`src/rtl/tffs_pkg.sv`:
```
// shared types, codes and constants for the tcp flow flag statistics block
package tffs_pkg;

    localparam int COUNTER_WIDTH_DEFAULT = 32;
    localparam int NUM_EVENTS            = 15;
    localparam int QUEUE_DEPTH           = 2;

    // command codes on the input word
    localparam logic [1:0] CMD_PACKET = 2'd0;
    localparam logic [1:0] CMD_READ   = 2'd1;
    localparam logic [1:0] CMD_CLEAR  = 2'd2;

    // direction codes
    localparam logic [1:0] DIR_FORWARD  = 2'd0;
    localparam logic [1:0] DIR_BACKWARD = 2'd1;

    // tcp flag bit positions
    localparam int FLAG_SYN = 0;
    localparam int FLAG_ACK = 1;
    localparam int FLAG_FIN = 2;
    localparam int FLAG_RST = 3;
    localparam int FLAG_PSH = 4;
    localparam int FLAG_URG = 5;

    // counter numbers
    localparam int EV_PACKETS       = 0;
    localparam int EV_SYN           = 1;
    localparam int EV_SYN_ONLY      = 2;
    localparam int EV_FIN           = 3;
    localparam int EV_RST           = 4;
    localparam int EV_PSH           = 5;
    localparam int EV_ACK           = 6;
    localparam int EV_PURE_ACK      = 7;
    localparam int EV_URG           = 8;
    localparam int EV_SYN_ACK       = 9;
    localparam int EV_PAYLOAD       = 10;
    localparam int EV_WIN_UPDATE    = 11;
    localparam int EV_RETRANS       = 12;
    localparam int EV_ZERO_WIN      = 13;
    localparam int EV_RST_INTERVALS = 14;

    typedef enum logic [1:0] {
        OP_PACKET,
        OP_READ,
        OP_CLEAR,
        OP_IGNORE
    } t_op;

    // classified word handed from the front to the back
    typedef struct packed {
        t_op                    op;
        logic [NUM_EVENTS-1:0]  events;
        logic                   win_cand;
        logic                   has_payload;
        logic                   rst;
        logic [15:0]            window_size;
        logic [1:0]             dir;
        logic [31:0]            seq;
        logic [63:0]            ts;
        logic [3:0]             sel;
    } t_work;

endpackage

```
`src/rtl/tffs_front.sv`:
```
// front part: decodes the command and the flag events of each accepted word
module tffs_front (
    input  logic [1:0]     i_cmd,
    input  logic [5:0]     i_tcp_flags,
    input  logic [15:0]    i_payload_length,
    input  logic [15:0]    i_window_size,
    input  logic [1:0]     i_flow_direction,
    input  logic [31:0]    i_sequence_number,
    input  logic [63:0]    i_timestamp_us,
    input  logic [3:0]     i_counter_select,
    output tffs_pkg::t_work o_work
);

    logic syn, ack, fin, rst, psh, urg;
    logic has_payload;
    logic is_pkt;
    logic [tffs_pkg::NUM_EVENTS-1:0] events;

    assign syn = i_tcp_flags[tffs_pkg::FLAG_SYN];
    assign ack = i_tcp_flags[tffs_pkg::FLAG_ACK];
    assign fin = i_tcp_flags[tffs_pkg::FLAG_FIN];
    assign rst = i_tcp_flags[tffs_pkg::FLAG_RST];
    assign psh = i_tcp_flags[tffs_pkg::FLAG_PSH];
    assign urg = i_tcp_flags[tffs_pkg::FLAG_URG];
    assign has_payload = (i_payload_length != 16'd0);
    assign is_pkt = (i_cmd == tffs_pkg::CMD_PACKET);

    always_comb begin
        events = '0;
        events[tffs_pkg::EV_PACKETS]  = 1'b1;
        events[tffs_pkg::EV_SYN]      = syn;
        events[tffs_pkg::EV_SYN_ONLY] = syn && !ack;
        events[tffs_pkg::EV_FIN]      = fin;
        events[tffs_pkg::EV_RST]      = rst;
        events[tffs_pkg::EV_PSH]      = psh;
        events[tffs_pkg::EV_ACK]      = ack;
        events[tffs_pkg::EV_PURE_ACK] = ack && !syn && !fin && !rst && !psh && !has_payload;
        events[tffs_pkg::EV_URG]      = urg;
        events[tffs_pkg::EV_SYN_ACK]  = syn && ack;
        events[tffs_pkg::EV_PAYLOAD]  = has_payload;
        events[tffs_pkg::EV_ZERO_WIN] = (i_window_size == 16'd0);
        // window update, retransmission and rst interval need flow state
        if (!is_pkt) begin
            events = '0;
        end
    end

    always_comb begin
        unique case (i_cmd)
            tffs_pkg::CMD_PACKET: o_work.op = tffs_pkg::OP_PACKET;
            tffs_pkg::CMD_READ:   o_work.op = tffs_pkg::OP_READ;
            tffs_pkg::CMD_CLEAR:  o_work.op = tffs_pkg::OP_CLEAR;
            default:              o_work.op = tffs_pkg::OP_IGNORE;
        endcase
        o_work.events      = events;
        o_work.win_cand    = ack && !has_payload;
        o_work.has_payload = has_payload;
        o_work.rst         = rst;
        o_work.window_size = i_window_size;
        o_work.dir         = i_flow_direction;
        o_work.seq         = i_sequence_number;
        o_work.ts          = i_timestamp_us;
        o_work.sel         = i_counter_select;
    end

endmodule

```
`src/rtl/tffs_queue.sv`:
```
// short first-in first-out queue between the front and the back
module tffs_queue (
    input  logic            i_clk,
    input  logic            i_rst_n,
    input  logic            i_push,
    input  tffs_pkg::t_work i_work,
    output logic            o_full,
    input  logic            i_pop,
    output logic            o_valid,
    output tffs_pkg::t_work o_work
);

    localparam int DEPTH = tffs_pkg::QUEUE_DEPTH;
    localparam int PTR_W = (DEPTH > 1) ? $clog2(DEPTH) : 1;
    localparam int CNT_W = $clog2(DEPTH + 1);

    tffs_pkg::t_work r_mem [DEPTH];
    logic [PTR_W-1:0] r_wr_ptr, n_wr_ptr;
    logic [PTR_W-1:0] r_rd_ptr, n_rd_ptr;
    logic [CNT_W-1:0] r_count, n_count;

    assign o_full  = (r_count == CNT_W'(DEPTH));
    assign o_valid = (r_count != '0);
    assign o_work  = r_mem[r_rd_ptr];

    always_comb begin
        n_wr_ptr = r_wr_ptr;
        n_rd_ptr = r_rd_ptr;
        n_count  = r_count;
        if (i_push) begin
            n_wr_ptr = (r_wr_ptr == PTR_W'(DEPTH - 1)) ? '0 : r_wr_ptr + PTR_W'(1);
        end
        if (i_pop) begin
            n_rd_ptr = (r_rd_ptr == PTR_W'(DEPTH - 1)) ? '0 : r_rd_ptr + PTR_W'(1);
        end
        if (i_push && !i_pop) begin
            n_count = r_count + CNT_W'(1);
        end else if (i_pop && !i_push) begin
            n_count = r_count - CNT_W'(1);
        end
    end

    always_ff @(posedge i_clk) begin
        if (!i_rst_n) begin
            r_wr_ptr <= '0;
            r_rd_ptr <= '0;
            r_count  <= '0;
        end else begin
            r_wr_ptr <= n_wr_ptr;
            r_rd_ptr <= n_rd_ptr;
            r_count  <= n_count;
        end
    end

    always_ff @(posedge i_clk) begin
        if (i_push) begin
            r_mem[r_wr_ptr] <= i_work;
        end
    end

endmodule

```
`src/rtl/tffs_back.sv`:
```
// back part: flow state, saturating counters and the result register
module tffs_back #(
    parameter int COUNTER_WIDTH = tffs_pkg::COUNTER_WIDTH_DEFAULT
) (
    input  logic            i_clk,
    input  logic            i_rst_n,
    input  logic            i_work_valid,
    input  tffs_pkg::t_work i_work,
    output logic            o_pop,
    input  logic            i_stall,
    output logic            o_valid,
    output logic [63:0]     o_counter_value,
    output logic            o_retransmission_seen,
    output logic            o_window_update_seen,
    output logic            o_pure_ack_seen,
    output logic            o_rst_interval_added
);

    localparam int NEV = tffs_pkg::NUM_EVENTS;

    logic [COUNTER_WIDTH-1:0] r_cnt [NEV];
    logic [COUNTER_WIDTH-1:0] n_cnt [NEV];
    logic [63:0] r_total, n_total;
    logic [63:0] r_prev_rst, n_prev_rst;
    logic [15:0] r_prev_win, n_prev_win;
    logic        r_win_seen, n_win_seen;
    logic [31:0] r_prev_fwd, n_prev_fwd;
    logic        r_fwd_seen, n_fwd_seen;
    logic [31:0] r_prev_bwd, n_prev_bwd;
    logic        r_bwd_seen, n_bwd_seen;

    logic        r_valid, n_valid;
    logic [63:0] r_value, n_value;
    logic        r_retrans, n_retrans;
    logic        r_winupd, n_winupd;
    logic        r_pure, n_pure;
    logic        r_rstadd, n_rstadd;

    logic           go;
    logic           is_pkt;
    logic           rst_hit;
    logic           win_upd;
    logic           fwd_hit;
    logic           bwd_hit;
    logic           retrans;
    logic [63:0]    delta;
    logic [64:0]    sum;
    logic [63:0]    read_value;
    logic [NEV-1:0] events;

    assign go     = i_work_valid && (!r_valid || !i_stall);
    assign o_pop  = go;
    assign is_pkt = (i_work.op == tffs_pkg::OP_PACKET);

    // rst interval: zero previous time means no earlier rst
    assign rst_hit = is_pkt && i_work.rst && (r_prev_rst != 64'd0) && (i_work.ts > r_prev_rst);
    assign delta   = i_work.ts - r_prev_rst;
    assign sum     = {1'b0, r_total} + {1'b0, delta};

    assign win_upd = is_pkt && r_win_seen && i_work.win_cand
                  && (i_work.window_size != r_prev_win);
    assign fwd_hit = is_pkt && i_work.has_payload && (i_work.dir == tffs_pkg::DIR_FORWARD)
                  && r_fwd_seen && (i_work.seq <= r_prev_fwd);
    assign bwd_hit = is_pkt && i_work.has_payload && (i_work.dir == tffs_pkg::DIR_BACKWARD)
                  && r_bwd_seen && (i_work.seq <= r_prev_bwd);
    assign retrans = fwd_hit || bwd_hit;

    always_comb begin
        events = i_work.events;
        events[tffs_pkg::EV_WIN_UPDATE]    = win_upd;
        events[tffs_pkg::EV_RETRANS]       = retrans;
        events[tffs_pkg::EV_RST_INTERVALS] = rst_hit;
    end

    // counter fifteen is the 64-bit interval sum
    always_comb begin
        if (i_work.sel < 4'(NEV)) begin
            read_value = 64'(r_cnt[i_work.sel]);
        end else begin
            read_value = r_total;
        end
    end

    always_comb begin
        n_cnt      = r_cnt;
        n_total    = r_total;
        n_prev_rst = r_prev_rst;
        n_prev_win = r_prev_win;
        n_win_seen = r_win_seen;
        n_prev_fwd = r_prev_fwd;
        n_fwd_seen = r_fwd_seen;
        n_prev_bwd = r_prev_bwd;
        n_bwd_seen = r_bwd_seen;

        n_value   = r_value;
        n_retrans = r_retrans;
        n_winupd  = r_winupd;
        n_pure    = r_pure;
        n_rstadd  = r_rstadd;
        n_valid   = r_valid && i_stall;

        if (go) begin
            n_valid   = 1'b1;
            n_value   = 64'd0;
            n_retrans = 1'b0;
            n_winupd  = 1'b0;
            n_pure    = 1'b0;
            n_rstadd  = 1'b0;
            unique case (i_work.op)
                tffs_pkg::OP_PACKET: begin
                    for (int i = 0; i < NEV; i++) begin
                        if (events[i] && (r_cnt[i] != '1)) begin
                            n_cnt[i] = r_cnt[i] + COUNTER_WIDTH'(1);
                        end
                    end
                    if (rst_hit) begin
                        n_total = sum[64] ? '1 : sum[63:0];
                    end
                    if (i_work.rst) begin
                        n_prev_rst = i_work.ts;
                    end
                    n_prev_win = i_work.window_size;
                    n_win_seen = 1'b1;
                    if (i_work.has_payload && (i_work.dir == tffs_pkg::DIR_FORWARD)) begin
                        n_prev_fwd = i_work.seq;
                        n_fwd_seen = 1'b1;
                    end
                    if (i_work.has_payload && (i_work.dir == tffs_pkg::DIR_BACKWARD)) begin
                        n_prev_bwd = i_work.seq;
                        n_bwd_seen = 1'b1;
                    end
                    n_retrans = retrans;
                    n_winupd  = win_upd;
                    n_pure    = i_work.events[tffs_pkg::EV_PURE_ACK];
                    n_rstadd  = rst_hit;
                end
                tffs_pkg::OP_READ: begin
                    n_value = read_value;
                end
                tffs_pkg::OP_CLEAR: begin
                    for (int i = 0; i < NEV; i++) begin
                        n_cnt[i] = '0;
                    end
                    n_total    = '0;
                    n_prev_rst = '0;
                    n_prev_win = '0;
                    n_win_seen = 1'b0;
                    n_prev_fwd = '0;
                    n_fwd_seen = 1'b0;
                    n_prev_bwd = '0;
                    n_bwd_seen = 1'b0;
                end
                tffs_pkg::OP_IGNORE: begin
                    n_value = 64'd0;
                end
            endcase
        end
    end

    always_ff @(posedge i_clk) begin
        if (!i_rst_n) begin
            for (int i = 0; i < NEV; i++) begin
                r_cnt[i] <= '0;
            end
            r_total    <= '0;
            r_prev_rst <= '0;
            r_prev_win <= '0;
            r_win_seen <= 1'b0;
            r_prev_fwd <= '0;
            r_fwd_seen <= 1'b0;
            r_prev_bwd <= '0;
            r_bwd_seen <= 1'b0;
            r_valid    <= 1'b0;
        end else begin
            r_cnt      <= n_cnt;
            r_total    <= n_total;
            r_prev_rst <= n_prev_rst;
            r_prev_win <= n_prev_win;
            r_win_seen <= n_win_seen;
            r_prev_fwd <= n_prev_fwd;
            r_fwd_seen <= n_fwd_seen;
            r_prev_bwd <= n_prev_bwd;
            r_bwd_seen <= n_bwd_seen;
            r_valid    <= n_valid;
        end
    end

    always_ff @(posedge i_clk) begin
        r_value   <= n_value;
        r_retrans <= n_retrans;
        r_winupd  <= n_winupd;
        r_pure    <= n_pure;
        r_rstadd  <= n_rstadd;
    end

    assign o_valid               = r_valid;
    assign o_counter_value       = r_value;
    assign o_retransmission_seen = r_retrans;
    assign o_window_update_seen  = r_winupd;
    assign o_pure_ack_seen       = r_pure;
    assign o_rst_interval_added  = r_rstadd;

endmodule

```
`src/rtl/tcp_flow_flag_statistics.sv`:
```
// Per-flow TCP flag and event statistics. Each accepted word is a packet update, a counter
// read, a clear or an ignored command, and each gives exactly one result word. The block
// takes one word per cycle while o_stall is low: the front decodes the command and the flags,
// a two-entry queue holds decoded words, and the back updates all fifteen saturating
// counters, the 64-bit rst interval sum and the flow state of one word and registers its
// result word. Counters are COUNTER_WIDTH bits wide and read back zero-extended to 64 bits;
// counter fifteen is the interval sum. The input stalls only when the queue is full, which
// happens only while the output is held.
module tcp_flow_flag_statistics #(
    parameter int COUNTER_WIDTH = tffs_pkg::COUNTER_WIDTH_DEFAULT
) (
    input  logic        i_clk,
    input  logic        i_rst_n,
    input  logic        i_valid,
    output logic        o_stall,
    input  logic [1:0]  i_cmd,
    input  logic [5:0]  i_tcp_flags,
    input  logic [15:0] i_payload_length,
    input  logic [15:0] i_window_size,
    input  logic [1:0]  i_flow_direction,
    input  logic [31:0] i_sequence_number,
    input  logic [63:0] i_timestamp_us,
    input  logic [3:0]  i_counter_select,
    output logic        o_valid,
    input  logic        i_stall,
    output logic [63:0] o_counter_value,
    output logic        o_retransmission_seen,
    output logic        o_window_update_seen,
    output logic        o_pure_ack_seen,
    output logic        o_rst_interval_added
);

    tffs_pkg::t_work front_work;
    tffs_pkg::t_work queue_work;
    logic            queue_full;
    logic            queue_valid;
    logic            queue_pop;
    logic            push;

    assign o_stall = queue_full;
    assign push    = i_valid && !queue_full;

    tffs_front u_front (
        .i_cmd             (i_cmd),
        .i_tcp_flags       (i_tcp_flags),
        .i_payload_length  (i_payload_length),
        .i_window_size     (i_window_size),
        .i_flow_direction  (i_flow_direction),
        .i_sequence_number (i_sequence_number),
        .i_timestamp_us    (i_timestamp_us),
        .i_counter_select  (i_counter_select),
        .o_work            (front_work)
    );

    tffs_queue u_queue (
        .i_clk   (i_clk),
        .i_rst_n (i_rst_n),
        .i_push  (push),
        .i_work  (front_work),
        .o_full  (queue_full),
        .i_pop   (queue_pop),
        .o_valid (queue_valid),
        .o_work  (queue_work)
    );

    tffs_back #(
        .COUNTER_WIDTH (COUNTER_WIDTH)
    ) u_back (
        .i_clk                 (i_clk),
        .i_rst_n               (i_rst_n),
        .i_work_valid          (queue_valid),
        .i_work                (queue_work),
        .o_pop                 (queue_pop),
        .i_stall               (i_stall),
        .o_valid               (o_valid),
        .o_counter_value       (o_counter_value),
        .o_retransmission_seen (o_retransmission_seen),
        .o_window_update_seen  (o_window_update_seen),
        .o_pure_ack_seen       (o_pure_ack_seen),
        .o_rst_interval_added  (o_rst_interval_added)
    );

endmodule

```
`config.mk`:
```
export PLATFORM = sky130hd
export DESIGN_NAME = tcp_flow_flag_statistics
export DESIGN_NICKNAME = d
export VERILOG_FILES = /design/src/rtl/tffs_pkg.sv /design/src/rtl/tffs_front.sv /design/src/rtl/tffs_queue.sv /design/src/rtl/tffs_back.sv /design/src/rtl/tcp_flow_flag_statistics.sv
export SDC_FILE = /design/constraint.sdc
export NUM_CORES = 2
export LEC_CHECK = 0
export BUFFER_PORTS_ARGS = -buffer_cell sky130_fd_sc_hd__buf_2
export CORE_UTILIZATION = 30
export CTS_CLUSTER_SIZE = 8
export DETAILED_ROUTE_END_ITERATION = 8
export PLACE_DENSITY = 0.5
export SETUP_SLACK_MARGIN = 0.5
export SKIP_LAST_GASP = 1
export SYNTH_ARGS = -nofsm -noshare
export SYNTH_HDL_FRONTEND = slang
export SYNTH_SLANG_ARGS = --single-unit
```
`constraint.sdc`:
```
create_clock -name i_clk -period 6.4 [get_ports i_clk]
set_input_delay 0.32 -clock i_clk [delete_from_list [all_inputs] [get_ports i_clk]]
set_output_delay 0.32 -clock i_clk [all_outputs]
set_load 0.02 [all_outputs]
```
== Word-level counts from Yosys, hierarchy flattened ==
Memories as Yosys holds them, arrays and structs flattened. A register that Yosys moved wholly into a read port is not among the register bits.
Cells that the tools add are included.
Storage, ports and cells
  register bits: 764
  bits in writable memories: 274
  input bits: 146
  output and inout port bits: 70
  logic and storage cells: 235
  memories: 1
Memory list
  u_queue.r_mem: words 2, width 137, rd ports 1, clocked after memory_dff 1, wr ports 1, line tffs_queue.sv:17  | tffs_pkg::t_work r_mem [DEPTH];
Operators by class
  add/subtract/negate cells: 21
  $lt $le $gt $ge: 5
  equality and inequality tests: 41
  mux-type cells: 46
  bitwise gates (word level): 2
  reductions and logical operators: 86
Operators by type and width (count)
  case mux 480 bit (2 select lines): 1
  2-to-1 mux 32 bit: 20
  adder 32 x 1 -> 32 bit, second input constant: 15
  != test 32 bit, second input constant: 15
  case mux 64 bit (2 select lines): 2
  2-to-1 mux 64 bit: 3
  binary-select mux 32 bit (select 4 bit): 1
  case mux 32 bit (2 select lines): 2
  adder 64 x 64 -> 65 bit: 1
  > comparator 64 bit: 1
  <= comparator 32 bit: 2
  nonzero test 64 bit: 1
  subtractor 64 bit: 1
  AND reduction 3 bit: 19
  logical AND 1 bit: 43
  != test 2 bit, second input constant: 18
  case mux 16 bit (2 select lines): 1
  logical NOT 16 bit: 1
  != test 16 bit: 1
  nonzero test 16 bit: 1
  2-to-1 mux 14 bit: 1
  logical NOT 1 bit: 11
  2-to-1 mux 1 bit: 9
  equality test 2 x 1 -> 1 bit, second input constant: 3
  other kinds (17): 28

== Logic depth before layout (Yosys ltp) ==
  word-level depth: 9
  mapped depth: 32
  gate-level depth less buffers: 25

== Modules after synthesis ==
Synthesis repeated with hierarchy kept, for this count alone.
Second synthesis, totals
  cell total of the unflattened synthesis: 6112
  area total of the unflattened synthesis: 57108.5 µm²
Modules (own cells, without submodules)
  tffs_back: times used 1, cells each 5505, area an instance 45721.4 µm², seq. area each 15895.2 µm²
  tffs_queue: times used 1, cells each 451, area an instance 10224.8 µm², seq. area each 8388.0 µm²
  tffs_front: times used 1, cells each 155, area an instance 1148.6 µm², seq. area each 0.0 µm²
  tcp_flow_flag_statistics: times used 1, cells each 1, area an instance 13.8 µm², seq. area each 0.0 µm²

== Worst setup path before layout ==
OpenSTA, ideal clock, no wires.
  path kind: flip-flop to flip-flop
  start: register u_queue.r_count[0]
  end: memory u_queue.r_mem[0][0] (netlist name), enable pin
  library setup time: 0.631 ns
  arrival time: 6.241 ns
  data required time: 5.769 ns
  path slack: -0.472 ns
  cell stages (with the launch flop): 4
  path buffers: 0
  period minus slack after synthesis: 6.872 ns
  path through: dfxtp_1 -> nand2b_1 -> nand2_1 -> nor2_1
On the way
  word-level cells in the longest chain between the ends: 5
RTL lines
  start, declared: line tffs_queue.sv:20  | logic [CNT_W-1:0] r_count, n_count;
  start signal, assigned: line tffs_queue.sv:51  | r_count <= n_count;
  equality test 2 bit: line tffs_queue.sv:22  | assign o_full = (r_count == CNT_W'(DEPTH));
  logical NOT 1 bit: line tcp_flow_flag_statistics.sv:41  | assign push = i_valid && !queue_full;
  logical AND 1 bit: line tcp_flow_flag_statistics.sv:41
  2-to-1 mux 1 bit: line tffs_queue.sv:56  | if (i_push) begin
  2-to-1 mux 1 bit (implied by the code): line tffs_queue.sv:57  | r_mem[r_wr_ptr] <= i_work;
  end, declared: line tffs_queue.sv:17
Every way passes these cells.

==> metrics.txt <==
# TYPE chip_impl_metric gauge
chip_impl_metric{name="finalPower",unit="mW"} 26.8
chip_impl_metric{name="netSwitchingFraction",unit="%"} 40.4
chip_impl_metric{name="finalHoldViolations",unit=""} 0
chip_impl_metric{name="detail_route.vias_per_cell",unit=""} 5.29
chip_impl_info{name="crit_top_cell",value="sky130_fd_sc_hd__nor2_1"} 1
chip_impl_info{name="synth.area.top_cells",value="sky130_fd_sc_hd__dfxtp_1 25%, sky130_fd_sc_hd__edfxtp_1 18%, sky130_fd_sc_hd__ha_1 5.0%"} 1
chip_impl_info{name="crit_path_end_kind",value="flop"} 1
chip_impl_info{name="critPathLaunchType",value="flop"} 1
chip_impl_metric{name="r2r.worst_path.cells",unit=""} 26
chip_impl_metric{name="route.final.wire_length",unit="mm"} 184
chip_impl_metric{name="grt_start_max_net_pins",unit=""} 195
chip_impl_metric{name="synth_seq_area_share",unit="%"} 43.7
chip_impl_metric{name="clock.fmax",unit="MHz"} 176
chip_impl_info{name="worst_hold_startpoint",value="i_rst_n"} 1
chip_impl_metric{name="cell_internal_pwr",unit="mW"} 16.0
chip_impl_metric{name="leakage",unit="nW"} 23.0
chip_impl_metric{name="floorplan.core_area",unit="um^2"} 182000
chip_impl_metric{name="total_via_count_in_the_routed_design",unit=""} 45800
chip_impl_info{name="reg_to_reg_end",value="u_back.r_total[31]"} 1
chip_impl_info{name="synth_top_cell_by_area",value="sky130_fd_sc_hd__dfxtp_1"} 1
chip_impl_info{name="critical-path-slowest-cell",value="sky130_fd_sc_hd__a2111oi_4"} 1
chip_impl_metric{name="timing.final.max_slew_violations",unit=""} 0
chip_impl_metric{name="detailroute.wirelength.met2",unit="mm"} 82.8
chip_impl_metric{name="cts_made_buffers",unit=""} 149
chip_impl_metric{name="mappedNetlistNets",unit=""} 6212
chip_impl_metric{name="die-height",unit="um"} 431
chip_impl_metric{name="yosys-mux-area-fraction",unit="%"} 7.20
chip_impl_info{name="setup.worst_path.class",value="reg2reg"} 1
chip_impl_metric{name="postSynthRegisterBits",unit=""} 1035
chip_impl_metric{name="power.density_cell_area",unit="nW/um^2"} 407
chip_impl_metric{name="clock_path_buffers",unit=""} 3
chip_impl_metric{name="detailedRoute.firstIterationViolations",unit=""} 3825
chip_impl_metric{name="arrival",unit="ns"} 6.34
chip_impl_metric{name="post_synthesis_cell_type_count",unit=""} 98
chip_impl_metric{name="p_sw",unit="mW"} 10.8
chip_impl_metric{name="async_reset_ff_share",unit="%"} 0
chip_impl_metric{name="place_hpwl",unit="mm"} 134
chip_impl_metric{name="final_layout_size_suffix_gt1_share",unit="%"} 14.8
chip_impl_metric{name="period_needed",unit="ns"} 5.69
chip_impl_info{name="grt_setup_unrepaired",value="true"} 1
chip_impl_info{name="synth-main-ff-cell",value="sky130_fd_sc_hd__dfxtp_1"} 1
chip_impl_metric{name="slowest_delay",unit="ns"} 0.46
chip_impl_metric{name="synth.yosys.warnings",unit=""} 0
chip_impl_metric{name="ir_worst_vdd",unit="mV"} 0.320
chip_impl_metric{name="postSynthCellCount",unit=""} 5843
chip_impl_info{name="synth_top_cells_by_count",value="730 x sky130_fd_sc_hd__nor2_1, 697 x sky130_fd_sc_hd__dfxtp_1, 491 x sky130_fd_sc_hd__nand2_1, 338 x sky130_fd_sc_hd__edfxtp_1, 317 x sky130_fd_sc_hd__a21oi_1"} 1
chip_impl_metric{name="antenna_violations_before_repair",unit=""} 18
chip_impl_metric{name="p_comb_share",unit="%"} 42.9
chip_impl_metric{name="wire_length_of_the_first_global_routing_pass",unit="mm"} 275
chip_impl_metric{name="critical_path_required",unit="ns"} 7.05
chip_impl_metric{name="route.layer.met1.wl",unit="mm"} 85.0
chip_impl_metric{name="timing.reg2reg.setup_slack",unit="ns"} 0.71
chip_impl_metric{name="timing_worst_slew_pin_value",unit="ns"} 1.18
chip_impl_metric{name="setup_tns",unit="ns"} 0
chip_impl_metric{name="route.antenna.remaining_nets",unit=""} 0
chip_impl_metric{name="relSlewSlack",unit="%"} 21.6
chip_impl_metric{name="synth_largest_type_area_fraction",unit="%"} 25.3
chip_impl_metric{name="synth-adder-area-share",unit="%"} 5.09
chip_impl_metric{name="design.die.area",unit="um^2"} 185000
chip_impl_metric{name="drc",unit=""} 0
chip_impl_metric{name="cts_htree_levels",unit=""} 4
chip_impl_metric{name="row_count",unit=""} 156
chip_impl_metric{name="part_of_the_power_in_registers",unit="%"} 29.5
chip_impl_metric{name="nNetsFinal",unit=""} 6570
chip_impl_metric{name="area_delta_synth_final",unit="%"} 19.2
chip_impl_info{name="min_path_type",value="in2reg"} 1
chip_impl_info{name="clock_tree.root_cell",value="sky130_fd_sc_hd__clkbuf_16"} 1
chip_impl_metric{name="worstSkewPairLatency",unit="ns"} 0.81
chip_impl_metric{name="pin_count",unit=""} 216
chip_impl_metric{name="synthesis.area",unit="um^2"} 55100
chip_impl_metric{name="fin_util",unit="%"} 36.2
chip_impl_metric{name="clock_power_share",unit="%"} 27.6
chip_impl_metric{name="grt_remaining_overflow",unit=""} 0
chip_impl_info{name="status",value="finished, final reports clean"} 1
chip_impl_metric{name="synth_enable_flop_cells",unit=""} 338
chip_impl_metric{name="yosys.area_share.xor_xnor",unit="%"} 7.82
chip_impl_info{name="tritoncts",value="built"} 1
chip_impl_metric{name="clk_transition_reported_paths",unit="ns"} 0.06
chip_impl_metric{name="die_w",unit="um"} 431
chip_impl_metric{name="synthSimpleGateAreaFrac",unit="%"} 19.0
chip_impl_metric{name="period_share",unit="%"} 88.9
chip_impl_info{name="yosys.cell_count.top_type",value="sky130_fd_sc_hd__nor2_1"} 1
chip_impl_metric{name="io_buffers",unit=""} 215
chip_impl_metric{name="syn_avg_cell_area",unit="um^2"} 9.43
chip_impl_metric{name="routabilityCongestion",unit=""} 0.902
chip_impl_metric{name="detailedRoute.firstPassIterationCount",unit=""} 6
chip_impl_metric{name="maxCapViolCount",unit=""} 0
chip_impl_info{name="crit_end",value="u_back.r_total[31]"} 1
chip_impl_metric{name="grt_util_all_layers",unit="%"} 19.3
chip_impl_metric{name="post_synthesis_compound_gate_area_fraction",unit="%"} 13.5
chip_impl_metric{name="vias_in_the_first_global_route",unit=""} 43400
chip_impl_metric{name="cp_max_fo",unit=""} 14
chip_impl_metric{name="wl_per_cell",unit="um"} 21.3
chip_impl_info{name="topRoutingLayerUsed",value="met5"} 1
chip_impl_metric{name="floorplan.initialDensity",unit="%"} 30.4
chip_impl_metric{name="setup_violations",unit=""} 0
chip_impl_metric{name="worst_clock_skew",unit="ns"} 0.0446
chip_impl_metric{name="routed-wl-met3",unit="mm"} 9.27
chip_impl_metric{name="clkSinkCount",unit=""} 1035
chip_impl_info{name="synth_top_family_by_area",value="simple AND/OR/NAND/NOR gates"} 1
## state kept, by name (all words and copies together) (netlist names), named ones only
register / cells
u_back.o_counter_value: 64
u_back.o_pure_ack_seen: 1
u_back.o_retransmission_seen: 1
u_back.o_rst_interval_added: 1
u_back.o_valid: 1
u_back.o_window_update_seen: 1
u_back.r_bwd_seen: 1
u_back.r_cnt: 480
u_back.r_fwd_seen: 1
u_back.r_prev_bwd: 32
u_back.r_prev_fwd: 32
u_back.r_prev_rst: 64
u_back.r_prev_win: 16
u_back.r_total: 64
u_back.r_win_seen: 1
u_queue.r_count: 2
u_queue.r_mem: 270
u_queue.r_rd_ptr: 1
u_queue.r_wr_ptr: 1
## power groups by stage
stage	registers (mW)	clock network, mW	logic, mW
2_1_floorplan	8.12	0	7.09
3_3_place_gp	8.04	0	10.7
3_5_place_dp	8.05	0	10.7
4_1_cts	7.89	7.58	10.9
5_1_grt	7.94	7.84	12.4
6_report	7.89	7.39	11.5
## routing by layer
| layer | global-route usage, % | up-vias |
|---|---|---|
| met5 | 0 | - |
| met1 | 26.5 | 22400 |
| met3 | 3.19 | 293 |
| met4 | 8.02 | 20 |
| li1 | - | 21900 |
| met2 | 30.0 | 1212 |
## what timing repair did
item,in CTS,in global routing
buffers inserted,11,17
resized for setup,15,121
pin swaps,4,35
setup endpoints to repair,64,64
endpoints found under the hold margin,269,0
gates cloned,1,3
hold buffers,128,0
## worst max-delay path, delay by kind of cell (launching register included)
kind / cells / cell delay, ns
AOI/OAI and AO/OA: 9 / 2.22
xor gates and xnor gates: 1 / 0.18
adders and majority gates: 3 / 0.95
buffers and inverters: 6 / 0.91
DFF: 1 / 0.45
muxes: 1 / 0.23
and+or+nand+nor: 6 / 0.58
## area by class of cell
class	count	area, um^2
fillers	18300	116000
multi-input cells	4304	29800
flip-flops and latches	1035	24100
clock buffers	218	4030
repair buffers	492	3710
well taps	2370	2970
inverters	219	832
clock inverters	17	230
diodes	7	17.5
## worst min path at each step
stage | to | slack, ns | cells after the start
3_3_place_gp | u_back.r_prev_rst[42] | 0.46 | 2
4_1_cts | u_back.r_cnt[28] | 0.07 | 3
2_1_floorplan | u_queue.r_mem[0][0] | 0.42 | 0
3_5_place_dp | u_back.r_prev_rst[30] | 0.46 | 2
6_report | u_back.r_cnt[16] | 0.15 | 3
5_1_grt | u_back.r_cnt[449] | 0.12 | 3
## layout by cell type (no fill, tap or decap), drive strengths merged, types with 26 or more instances in the layout
cell / instances
mux4: 96
buf: 361
and2: 70
a211oi: 62
nand2: 491
or3: 73
nand4: 170
a22oi: 111
ha: 221
and4: 52
xor2: 294
o21bai: 37
mux2i: 49
dlygate4sd3: 128
edfxtp: 338
and3: 92
a221oi: 70
o21ai: 247
dfxtp: 697
nor2b: 26
a21o: 90
nor2: 735
xnor2: 198
nor3: 97
mux2: 117
clkbuf: 221
nand3: 253
inv: 230
nor4: 62
a21oi: 318
## kinds of logic (layout without fill, tap and decap cells)
family,Yosys count,count (layout)
AND/OR/NAND/NOR,2187,2187
AO/OA/AOI/OAI,1140,1140
flip-flops,1035,1035
buffers and inverters,504,946
XOR/XNOR,492,492
multiplexers,262,262
adder cells (fa/ha/maj),223,223
other,0,7
## metrics by stage
| stage | hold WS [ns] | instances | setup slack (ns) | area [um^2] |
|---|---|---|---|---|
| after floorplan | 0.419 | 5843 | 0.501 | 55200 |
| after global placement | 0.455 | 8260 | 0.221 | 59200 |
| after detailed placement | 0.462 | 8260 | 0.152 | 59200 |
| after CTS | 0.0651 | 8635 | 0.507 | 64900 |
| after global routing | 0.124 | 8660 | 0.485 | 65700 |
| final | 0.154 | 8662 | 0.709 | 65700 |
(Power assumes the default switching activity.)
